`src/rtl/core/fwipi_pkg.sv`:
```
// Shared types and constants of the four-wheel incremental PI drive.
// No dependencies; used by the lanes, the merge stage and the top level.
package fwipi_pkg;

  localparam int SPEED_W      = 12;
  localparam int NUM_WHEEL_IN = 4;
  localparam int IN_DATA_W    = 2 * NUM_WHEEL_IN * SPEED_W;
  localparam int DUTY_W       = 15;
  localparam int OUT_DATA_W   = 64;
  localparam int CFG_INDEX_W  = 2;
  localparam int CFG_DATA_W   = 15;

  typedef logic signed [SPEED_W-1:0] speed_t;
  typedef logic signed [SPEED_W:0]   err_t;
  typedef logic signed [SPEED_W+1:0] diff_t;
  typedef logic signed [15:0]        acc_t;
  typedef logic [7:0]                gain_t;
  typedef logic [14:0]               limit_t;
  typedef logic [DUTY_W-1:0]         duty_t;
  typedef logic [CFG_INDEX_W-1:0]    cfg_index_t;

  localparam cfg_index_t REG_GAIN_P           = 2'd0;
  localparam cfg_index_t REG_GAIN_I           = 2'd1;
  localparam cfg_index_t REG_INTEGRATOR_LIMIT = 2'd2;
  localparam cfg_index_t REG_OUTPUT_LIMIT     = 2'd3;

  localparam gain_t  GAIN_P_RST           = 8'd10;
  localparam gain_t  GAIN_I_RST           = 8'd10;
  localparam limit_t INTEGRATOR_LIMIT_RST = 15'd7200;
  localparam limit_t OUTPUT_LIMIT_RST     = 15'd6900;

  typedef struct packed {
    logic take_in;
    logic take_mul;
    logic take_acc;
  } lane_ctl_t;

endpackage

```
`src/rtl/core/fwipi_lane.sv`:
```
// One wheel controller lane: error, error change, products, clamped accumulator.
// Depends on fwipi_pkg.
module fwipi_lane (
  input  logic                clk,
  input  logic                rst_n,
  input  fwipi_pkg::lane_ctl_t ctl,
  input  fwipi_pkg::speed_t   speed,
  input  fwipi_pkg::speed_t   target,
  input  logic                run,
  input  fwipi_pkg::gain_t    gain_p,
  input  fwipi_pkg::gain_t    gain_i,
  input  fwipi_pkg::limit_t   integrator_limit,
  output fwipi_pkg::acc_t     acc
);
  import fwipi_pkg::*;

  err_t                prev_err_r;
  err_t                err_r;
  err_t                err_nxt;
  diff_t               diff_r;
  diff_t               diff_nxt;
  logic signed [22:0]  prod_p_nxt;
  logic signed [22:0]  prod_p_r;
  logic signed [21:0]  prod_i_nxt;
  logic signed [21:0]  prod_i_r;
  logic signed [24:0]  sum;
  logic signed [24:0]  lim;
  logic signed [24:0]  clamped;
  acc_t                acc_r;
  acc_t                acc_nxt;

  assign err_nxt  = {speed[SPEED_W-1], speed}
                  - (run ? {target[SPEED_W-1], target} : err_t'(0));
  assign diff_nxt = {err_nxt[SPEED_W], err_nxt} - {prev_err_r[SPEED_W], prev_err_r};

  always_ff @(posedge clk) begin
    if (!rst_n) begin
      prev_err_r <= '0;
    end else if (ctl.take_in) begin
      prev_err_r <= err_nxt;
    end
  end

  always_ff @(posedge clk) begin
    if (ctl.take_in) begin
      err_r  <= err_nxt;
      diff_r <= diff_nxt;
    end
  end

  assign prod_p_nxt = $signed({1'b0, gain_p}) * diff_r;
  assign prod_i_nxt = $signed({1'b0, gain_i}) * err_r;

  always_ff @(posedge clk) begin
    if (ctl.take_mul) begin
      prod_p_r <= prod_p_nxt;
      prod_i_r <= prod_i_nxt;
    end
  end

  assign sum = 25'(acc_r) + 25'(prod_p_r) + 25'(prod_i_r);
  assign lim = $signed({10'b0, integrator_limit});

  always_comb begin
    if (sum > lim) begin
      clamped = lim;
    end else if (sum < -lim) begin
      clamped = -lim;
    end else begin
      clamped = sum;
    end
    acc_nxt = clamped[15:0];
  end

  always_ff @(posedge clk) begin
    if (!rst_n) begin
      acc_r <= '0;
    end else if (ctl.take_acc) begin
      acc_r <= acc_nxt;
    end
  end

  assign acc = acc_r;

endmodule

```
`src/rtl/core/fwipi_merge.sv`:
```
// Merge stage: clip each wheel drive, split into duty and direction, map to channels.
// Depends on fwipi_pkg; holds the output word register.
module fwipi_merge (
  input  logic                clk,
  input  fwipi_pkg::acc_t     wheel_acc [fwipi_pkg::NUM_WHEEL_IN],
  input  fwipi_pkg::limit_t   output_limit,
  input  logic                load,
  output logic [fwipi_pkg::OUT_DATA_W-1:0] tdata
);
  import fwipi_pkg::*;

  acc_t                  lim;
  acc_t                  drive [NUM_WHEEL_IN];
  duty_t                 mag [NUM_WHEEL_IN];
  logic [NUM_WHEEL_IN-1:0] neg;
  logic [NUM_WHEEL_IN-1:0] pos;
  logic [OUT_DATA_W-1:0] tdata_nxt;
  logic [OUT_DATA_W-1:0] tdata_r;

  assign lim = $signed({1'b0, output_limit});

  always_comb begin
    for (int w = 0; w < NUM_WHEEL_IN; w++) begin
      if (wheel_acc[w] > lim) begin
        drive[w] = lim;
      end else if (wheel_acc[w] < -lim) begin
        drive[w] = -lim;
      end else begin
        drive[w] = wheel_acc[w];
      end
      neg[w] = drive[w] < 0;
      pos[w] = drive[w] > 0;
      mag[w] = neg[w] ? 15'(-drive[w]) : drive[w][DUTY_W-1:0];
    end
  end

  // wheels A, B, C, D sit at 0..3; channels 1..4 take B, A, D, C
  assign tdata_nxt = {pos[2], pos[3], neg[0], neg[1], mag[2], mag[3], mag[0], mag[1]};

  always_ff @(posedge clk) begin
    if (load) begin
      tdata_r <= tdata_nxt;
    end
  end

  assign tdata = tdata_r;

endmodule

```
`src/rtl/core/four_wheel_incremental_pi_drive.sv`:
```
// Top level of the four-wheel incremental PI drive: config registers, stage
// control, wheel lanes and merge stage. Depends on fwipi_pkg, fwipi_lane, fwipi_merge.
//
//  channel  direction  word                                         handshake
//  in_      slave      tdata: speed_a..d, setpoint_a..d; tuser: run tvalid/tready
//  out_     master     tdata: duty_ch1..4, reverse_ch1..4           tvalid/tready
//  cfg_     slave      index 0..3, data                             valid/ready
//
//  One word per cycle sustained while out_tready allows; four register stages (error,
//  product, accumulator and output word); a stall on out_tready holds each full stage.
//  The rate is set by the per-lane accumulator add-and-clamp loop.
//  Reset clears config to its defaults and all accumulators and previous errors.
//  Each stage advances when the one after it is empty or advancing; cfg is always ready.
module four_wheel_incremental_pi_drive #(
  parameter int WHEELS = 4
) (
  input  logic                                  clk,
  input  logic                                  rst_n,
  input  logic                                  in_tvalid,
  output logic                                  in_tready,
  // speed_a, speed_b, speed_c, speed_d, setpoint_a, setpoint_b, setpoint_c, setpoint_d
  input  logic [fwipi_pkg::IN_DATA_W-1:0]       in_tdata,
  // run
  input  logic                                  in_tuser,
  output logic                                  out_tvalid,
  input  logic                                  out_tready,
  // duty_ch1, duty_ch2, duty_ch3, duty_ch4, reverse_ch1..reverse_ch4
  output logic [fwipi_pkg::OUT_DATA_W-1:0]      out_tdata,
  input  logic                                  cfg_valid,
  output logic                                  cfg_ready,
  input  fwipi_pkg::cfg_index_t                 cfg_index,
  input  logic [fwipi_pkg::CFG_DATA_W-1:0]      cfg_data
);
  import fwipi_pkg::*;

  localparam int LANES = (WHEELS < NUM_WHEEL_IN) ? WHEELS : NUM_WHEEL_IN;

  gain_t     gain_p_r;
  gain_t     gain_i_r;
  limit_t    integrator_limit_r;
  limit_t    output_limit_r;
  logic      v1_r;
  logic      v2_r;
  logic      v3_r;
  logic      v4_r;
  logic      adv1;
  logic      adv2;
  logic      adv3;
  logic      adv4;
  lane_ctl_t ctl;
  acc_t      wheel_acc [NUM_WHEEL_IN];

  assign cfg_ready = 1'b1;

  always_ff @(posedge clk) begin
    if (!rst_n) begin
      gain_p_r           <= GAIN_P_RST;
      gain_i_r           <= GAIN_I_RST;
      integrator_limit_r <= INTEGRATOR_LIMIT_RST;
      output_limit_r     <= OUTPUT_LIMIT_RST;
    end else if (cfg_valid) begin
      unique case (cfg_index)
        REG_GAIN_P:           gain_p_r           <= cfg_data[7:0];
        REG_GAIN_I:           gain_i_r           <= cfg_data[7:0];
        REG_INTEGRATOR_LIMIT: integrator_limit_r <= cfg_data;
        REG_OUTPUT_LIMIT:     output_limit_r     <= cfg_data;
        default:              ;
      endcase
    end
  end

  assign adv4      = !v4_r || out_tready;
  assign adv3      = !v3_r || adv4;
  assign adv2      = !v2_r || adv3;
  assign adv1      = !v1_r || adv2;
  assign in_tready = adv1;

  assign ctl.take_in  = in_tvalid && adv1;
  assign ctl.take_mul = v1_r && adv2;
  assign ctl.take_acc = v2_r && adv3;

  always_ff @(posedge clk) begin
    if (!rst_n) begin
      v1_r <= 1'b0;
      v2_r <= 1'b0;
      v3_r <= 1'b0;
      v4_r <= 1'b0;
    end else begin
      if (adv1) v1_r <= in_tvalid;
      if (adv2) v2_r <= v1_r;
      if (adv3) v3_r <= v2_r;
      if (adv4) v4_r <= v3_r;
    end
  end

  assign out_tvalid = v4_r;

  for (genvar w = 0; w < NUM_WHEEL_IN; w++) begin : g_wheel
    if (w < LANES) begin : g_lane
      fwipi_lane u_lane (
        .clk              (clk),
        .rst_n            (rst_n),
        .ctl              (ctl),
        .speed            (in_tdata[w*SPEED_W +: SPEED_W]),
        .target           (in_tdata[(NUM_WHEEL_IN+w)*SPEED_W +: SPEED_W]),
        .run              (in_tuser),
        .gain_p           (gain_p_r),
        .gain_i           (gain_i_r),
        .integrator_limit (integrator_limit_r),
        .acc              (wheel_acc[w])
      );
    end else begin : g_idle
      assign wheel_acc[w] = '0;
    end
  end

  fwipi_merge u_merge (
    .clk          (clk),
    .wheel_acc    (wheel_acc),
    .output_limit (output_limit_r),
    .load         (v3_r && adv4),
    .tdata        (out_tdata)
  );

endmodule
```
`config.mk`:
```
export PLATFORM = sky130hd
export DESIGN_NAME = four_wheel_incremental_pi_drive
export DESIGN_NICKNAME = d
export VERILOG_FILES = /design/src/rtl/core/fwipi_pkg.sv /design/src/rtl/core/fwipi_lane.sv /design/src/rtl/core/fwipi_merge.sv /design/src/rtl/core/four_wheel_incremental_pi_drive.sv
export SDC_FILE = /design/constraint.sdc
export NUM_CORES = 2
export LEC_CHECK = 0
export BUFFER_PORTS_ARGS = -buffer_cell sky130_fd_sc_hd__buf_2
export CORE_UTILIZATION = 54
export CTS_CLUSTER_DIAMETER = 150
export DETAILED_ROUTE_END_ITERATION = 10
export MAX_ROUTING_LAYER = met4
export PLACE_DENSITY = 0.84
export SLEW_MARGIN = 20
export SYNTH_ARGS = -nofsm -noshare
export SYNTH_HDL_FRONTEND = slang
export SYNTH_SLANG_ARGS = --single-unit
```
`constraint.sdc`:
```
create_clock -name clk -period 16.19 [get_ports clk]
set_clock_uncertainty 0.1 [all_clocks]
set_input_delay 3.238 -clock clk [delete_from_list [all_inputs] [get_ports clk]]
set_output_delay 3.238 -clock clk [all_outputs]
set_load 0.05 [all_outputs]
```
After elaboration in Yosys (flattened, before gate mapping)
Cells that the tools add are included.
- bits in registers: 518
- input port bits: 119
- output and inout port bits: 67
- $add $sub $neg: 22
- multipliers: 8
- order comparisons: 22
- eq/ne operators: 3
- mux-type cells: 24
- reductions and logical operators: 17
- operator list (kind ; number):
    $mux W16 ; 16
    $add A24 B22 Y25 ; 4
    $gt A25 B16 Y1 ; 4
    $lt A25 B25 Y1 ; 4
    $add A16 B23 Y24 ; 4
    $mul A9 B14 Y23 ; 4
    $mul A9 B13 Y22 ; 4
    $gt A16 B16 Y1 ; 4
    $lt A16 B1 Y1 const B ; 4
    $lt A16 B16 Y1 ; 4
    $mux W15 ; 4
    $neg A15 Y15 ; 4
    $sub A13 B13 Y14 ; 4
    $mux W13 ; 4
    $sub A13 B13 Y13 ; 4
    $gt A16 B1 Y1 const B ; 2
    $neg A15 Y25 ; 1
    $neg A15 Y16 ; 1
    $reduce_and A2 Y1 ; 4
    $eq A2 B2 Y1 const B ; 2
    $logic_and A1 B1 Y1 ; 4
    $logic_not A1 Y1 ; 4
    $logic_or A1 B1 Y1 ; 4
    $eq A2 B1 Y1 const B ; 1
    $logic_not A2 Y1 ; 1

Depth between registers and ports, before layout
- depth after elaboration: 6
- mapped depth: 25
- depth with buffers taken out: 24

Hierarchy
From an unflattened synthesis, not the netlist that was laid out.
- cell total of the unflattened synthesis: 7739
- area, all modules: 71282.1 µm²
- modules (own cells, without submodules) (module ; times used ; cells each ; area an instance (µm²) ; sequential area each (µm²)):
    fwipi_lane at g_wheel[0].g_lane.u_lane ... ; 2 ; 1633 ; 15180.8 ; 2742.6
    fwipi_lane at g_wheel[3].g_lane.u_lane ; 1 ; 1675 ; 15407.3 ; 2742.6
    fwipi_lane at g_wheel[2].g_lane.u_lane ; 1 ; 1651 ; 15274.6 ; 2742.6
    fwipi_merge ; 1 ; 945 ; 8204.1 ; 1921.8
    four_wheel_incremental_pi_drive ; 1 ; 202 ; 2034.5 ; 1001.0

Least setup slack after synthesis
OpenSTA, ideal clock, no wires.
- path kind: input -> register
- from: in out_tready
- to: reg g_wheel[0].g_lane.u_lane.prod_i_r[0] (enable)
- arrival time: 16.294 ns
- required time: 15.094 ns
- slack: -1.200 ns
- stages on the path: 2
- buffers on the path: 0
- path through: nor2_1 -> a21boi_0
- RTL lines (what ; line ; RTL):
    start, declared ; four_wheel_incremental_pi_drive.sv:26 ; input logic out_tready,
    end signal, assigned ; fwipi_lane.sv:57 ; prod_i_r <= prod_i_nxt;
    end, declared ; fwipi_lane.sv:25 ; logic signed [21:0] prod_i_r;

Final worst setup path
- from: in out_tready
- to: out in_tready
- longest elaborated chain between the ends: 4
- ends and longest elaborated chain (what ; line ; RTL):
    $logic_or A1 B1 Y1 ; four_wheel_incremental_pi_drive.sv:72 ; assign adv4 = !v4_r || out_tready;
    $logic_or A1 B1 Y1 ; four_wheel_incremental_pi_drive.sv:73 ; assign adv3 = !v3_r || adv4;
    $logic_or A1 B1 Y1 ; four_wheel_incremental_pi_drive.sv:74 ; assign adv2 = !v2_r || adv3;
    $logic_or A1 B1 Y1 ; four_wheel_incremental_pi_drive.sv:75 ; assign adv1 = !v1_r || adv2;
    end, declared ; four_wheel_incremental_pi_drive.sv:20 ; output logic in_tready,
Every way passes these cells.

==> results.cfg <==
[cts]
htreeDepth = 3
ctsResizeCount = 0
cts_max_path_buffers = 3
clock_sinks = 518
clk_pin_slew_ns = 0.06
root_buffer = clkbuf_16
clk_latency_ns = 0.66
cts_tree = yes
numCtsBuffers = 66
holdBufCountCts = 0
cts_setup_buffers = 0

[layout]
utilization_pct = 58.5
fillers = 10600
drive_above_1_share_pct = 5.74
nets = 9389
syn_to_final_growth_pct = 7.12

[min_path]
worstHoldPathCells = 2
hp-class = flop to flop
hold-path-endpoint = g_wheel[1].g_lane.u_lane.prev_err_r[7]$_SDFFE_PN0P_
hp-start = g_wheel[1].g_lane.u_lane.prev_err_r[7]$_SDFFE_PN0P_

[sta]
finalSetupTns_ns = 0
fmax_mhz = 133
hold_viol = 0
slew_violations = 0
finalWorstSetupSlack_ns = 8.66
rsz0062_at_grt = no
min_period_ns = 7.53
worst_slew_pin_slew_ns = 1.24
relSlewSlack_pct = 17.3
period_share_pct = 46.5
setup_violations = 0

[logic_synthesis]
synthFlopType = edfxtp_1
syn_area_um2 = 69000
synth_seq_cells = 518
yosysWarningCount = 0
synth_edf_count = 352
synth_nets = 9295
synth.avg_cell_area_um2 = 9.14
synth.distinct_cells = 90
synth-async-reset-ratio_pct = 0
synth-seq-area-share_pct = 20.1
syn_inst = 7542

[pwr]
seqPwrFrac_pct = 15.7
sw_frac_of_total_pct = 51.9
p_switching_uw = 8590
pwr-share-comb_pct = 75.3
power_density_nw_per_um2 = 224
internal_power_uw = 7980
clkPwrFrac_pct = 9.1
ir_worst_vdd_mv = 0.166
p_leak_uw = 0.0357

[route]
wl_met2_um = 90200
route.detailed.drc = 0
wirelength_um = 198000
ant_nets = 0
dr.pass1.iters = 9
top_layer = met4
wl_met3_um = 18600
vias = 54500
wl_per_cell_um = 21.2
viasPerCell = 5.83
m1WireLength_um = 80100
drt_iter0_markers = 4902

[floorplan]
die_area_um2 = 129000
die_h_um = 359
coreArea_um2 = 126000
start_util_pct = 54.6
io_pins = 186
rows = 130
die_x_um = 359

[global_routing]
grt_max_degree = 90
grt.total_usage_pct = 31.6
grt_overflow_total = 0
grt_pass1_wl_um = 310000
grt_pass1_vias = 56300
antenna_found_initial = 5

[worst_setup_path]
worstPathMaxFanout = 5
crit_path_start_kind = primary input
rrSetupSlack_ns = 9.35
crit_arrival_ns = 4.20
worst_setup_path_end_kind = primary output
r2r-start = output_limit_r[1]$_SDFFE_PN0P_
required_ns = 12.85
path_class = primary input to primary output
reg2reg_depth = 22
r2r_end = u_merge.tdata[53]$_DFFE_PP_

[placed_design]
gp_congestion = 1.03
post-place-ws_ns = 8.42
dp_hpwl_um = 156000
io_buffers = 184

[flow_run]
maxCapViolations = 0

[status]
outcome = finished, final reports clean
-- how the worst max path moves through the flow --
stage,from,endpoint,slack [ns]
6_report,out_tready,in_tready,8.66
5_1_grt,in_tuser,g_wheel[1].g_lane.u_lane.diff_r[11]$_DFFE_PP_,8.43
4_1_cts,out_tready,in_tready,8.65
3_5_place_dp,in_tuser,g_wheel[0].g_lane.u_lane.diff_r[13]$_DFFE_PP_,8.42
3_3_place_gp,in_tuser,g_wheel[1].g_lane.u_lane.diff_r[13]$_DFFE_PP_,8.63
2_1_floorplan,out_tready,g_wheel[0].g_lane.u_lane.prod_i_r[0]$_DFFE_PP_,3.56
-- power groups by stage --
stage	sequential, uW	clock, uW	combinational [uW]
finish	2600	1500	12500
global route	2620	1560	13900
CTS	2580	1520	12300
detailed placement	2600	0	12200
global placement	2590	0	11800
floorplan	2360	0	9180
-- through the flow --
step | cell area [um2] | instances | hold slack [ns] | power (uW)
2_1_floorplan | 69000 | 7542 | 0.343 | 11500
3_3_place_gp | 71700 | 9218 | 0.352 | 14400
3_5_place_dp | 71700 | 9218 | 0.360 | 14800
4_1_cts | 73800 | 9338 | 0.368 | 16400
5_1_grt | 73900 | 9341 | 0.390 | 18000
6_report | 73900 | 9343 | 0.363 | 16600
-- logic make-up after synthesis --
kind of cell / Yosys count / share of synthesized area (%)
and+or+nand+nor: 2102 / 15.0
adders and majority gates: 1634 / 38.4
buffers and inverters: 1524 / 8.35
AOI/OAI and AO/OA: 1309 / 12.2
DFF: 518 / 20.1
xor gates and xnor gates: 351 / 4.46
muxes: 103 / 1.55
other: 1 / 0.00544
-- layout make-up --
class	instances	area [um2]	area share (%)
antenna	5	12.5	0.0169
tap	1650	2060	2.79
timing repair buffer	249	1410	1.91
inverter	1301	4890	6.62
multi-input combinational	5500	49400	66.9
sequential	518	13900	18.8
clock inverter	39	374	0.506
clock buffer	81	1800	2.44
-- worst max-delay path, cell delays in order --
cell and delay, ns:
buf_2 0.13, nor2_1 0.36, nand3_1 0.21, buf_2 0.26
-- cells in the final DEF (no fill, tap or decap), drive strengths merged, types with 32 or more instances in the layout --
cell type and instances:
dfxtp 166, fa 800, a211oi 33, a21oi 375, o211ai 40, edfxtp 352, nand2 764, o21bai 32
o21ai 304, mux2i 75, nand4 68, buf 249, nor2 316, o21a 67, ha 834, and2 551
a31oi 37, clkbuf 81, xor2 92, nor2b 89, a21boi 103, nand3 92, nor3 73, a21o 131
xnor2 259, nand2b 36, inv 1302
-- routing by layer --
layer / track usage, % / vias to the layer above
li1: - / 24900
met1: 39.8 / 26600
met2: 49.9 / 2414
met3: 6.18 / 573
met4: 12.6 / 0
met5: - / -
-- cell usage after synthesis, types with 15 or more instances --
master | n | area (um2)
or3_1 | 19 | 119
nor4_1 | 15 | 93.8
edfxtp_1 | 352 | 10600
o31ai_1 | 16 | 120
mux2_2 | 28 | 315
fa_1 | 800 | 16000
nor2b_1 | 89 | 557
and2_1 | 550 | 3440
xnor2_1 | 259 | 2270
clkbuf_1 | 206 | 773
a21o_1 | 130 | 976
nor3_1 | 73 | 365
a21oi_1 | 374 | 1870
a211oi_1 | 33 | 248
nand2b_1 | 36 | 225
dfxtp_1 | 166 | 3320
nand2_1 | 764 | 2870
o311ai_0 | 16 | 140
nor2_1 | 316 | 1190
nand3_1 | 92 | 460
o211ai_1 | 40 | 300
inv_1 | 1299 | 4880
a31oi_1 | 36 | 225
or2_2 | 15 | 93.8
and3_1 | 23 | 144
xor2_1 | 92 | 806
o21a_1 | 67 | 503
ha_1 | 834 | 10400
mux2i_1 | 75 | 751
nand4_1 | 68 | 425
a21boi_0 | 102 | 766
o21bai_1 | 32 | 240
o21ai_0 | 293 | 1470
-- state kept, by name, indices dropped and copies added (netlist names) --
| name | count |
|---|---|
| g_wheel.g_lane.u_lane.err_r | 52 |
| integrator_limit_r | 15 |
| g_wheel.g_lane.u_lane.diff_r | 56 |
| g_wheel.g_lane.u_lane.prev_err_r | 52 |
| g_wheel.g_lane.u_lane.acc | 64 |
| out_tvalid | 1 |
| g_wheel.g_lane.u_lane.prod_i_r | 88 |
| v1_r | 1 |
| v2_r | 1 |
| gain_i_r | 8 |
| gain_p_r | 8 |
| v3_r | 1 |
| g_wheel.g_lane.u_lane.prod_p_r | 92 |
| u_merge.tdata | 64 |
| output_limit_r | 15 |
Power figures use the tool's default switching activity.
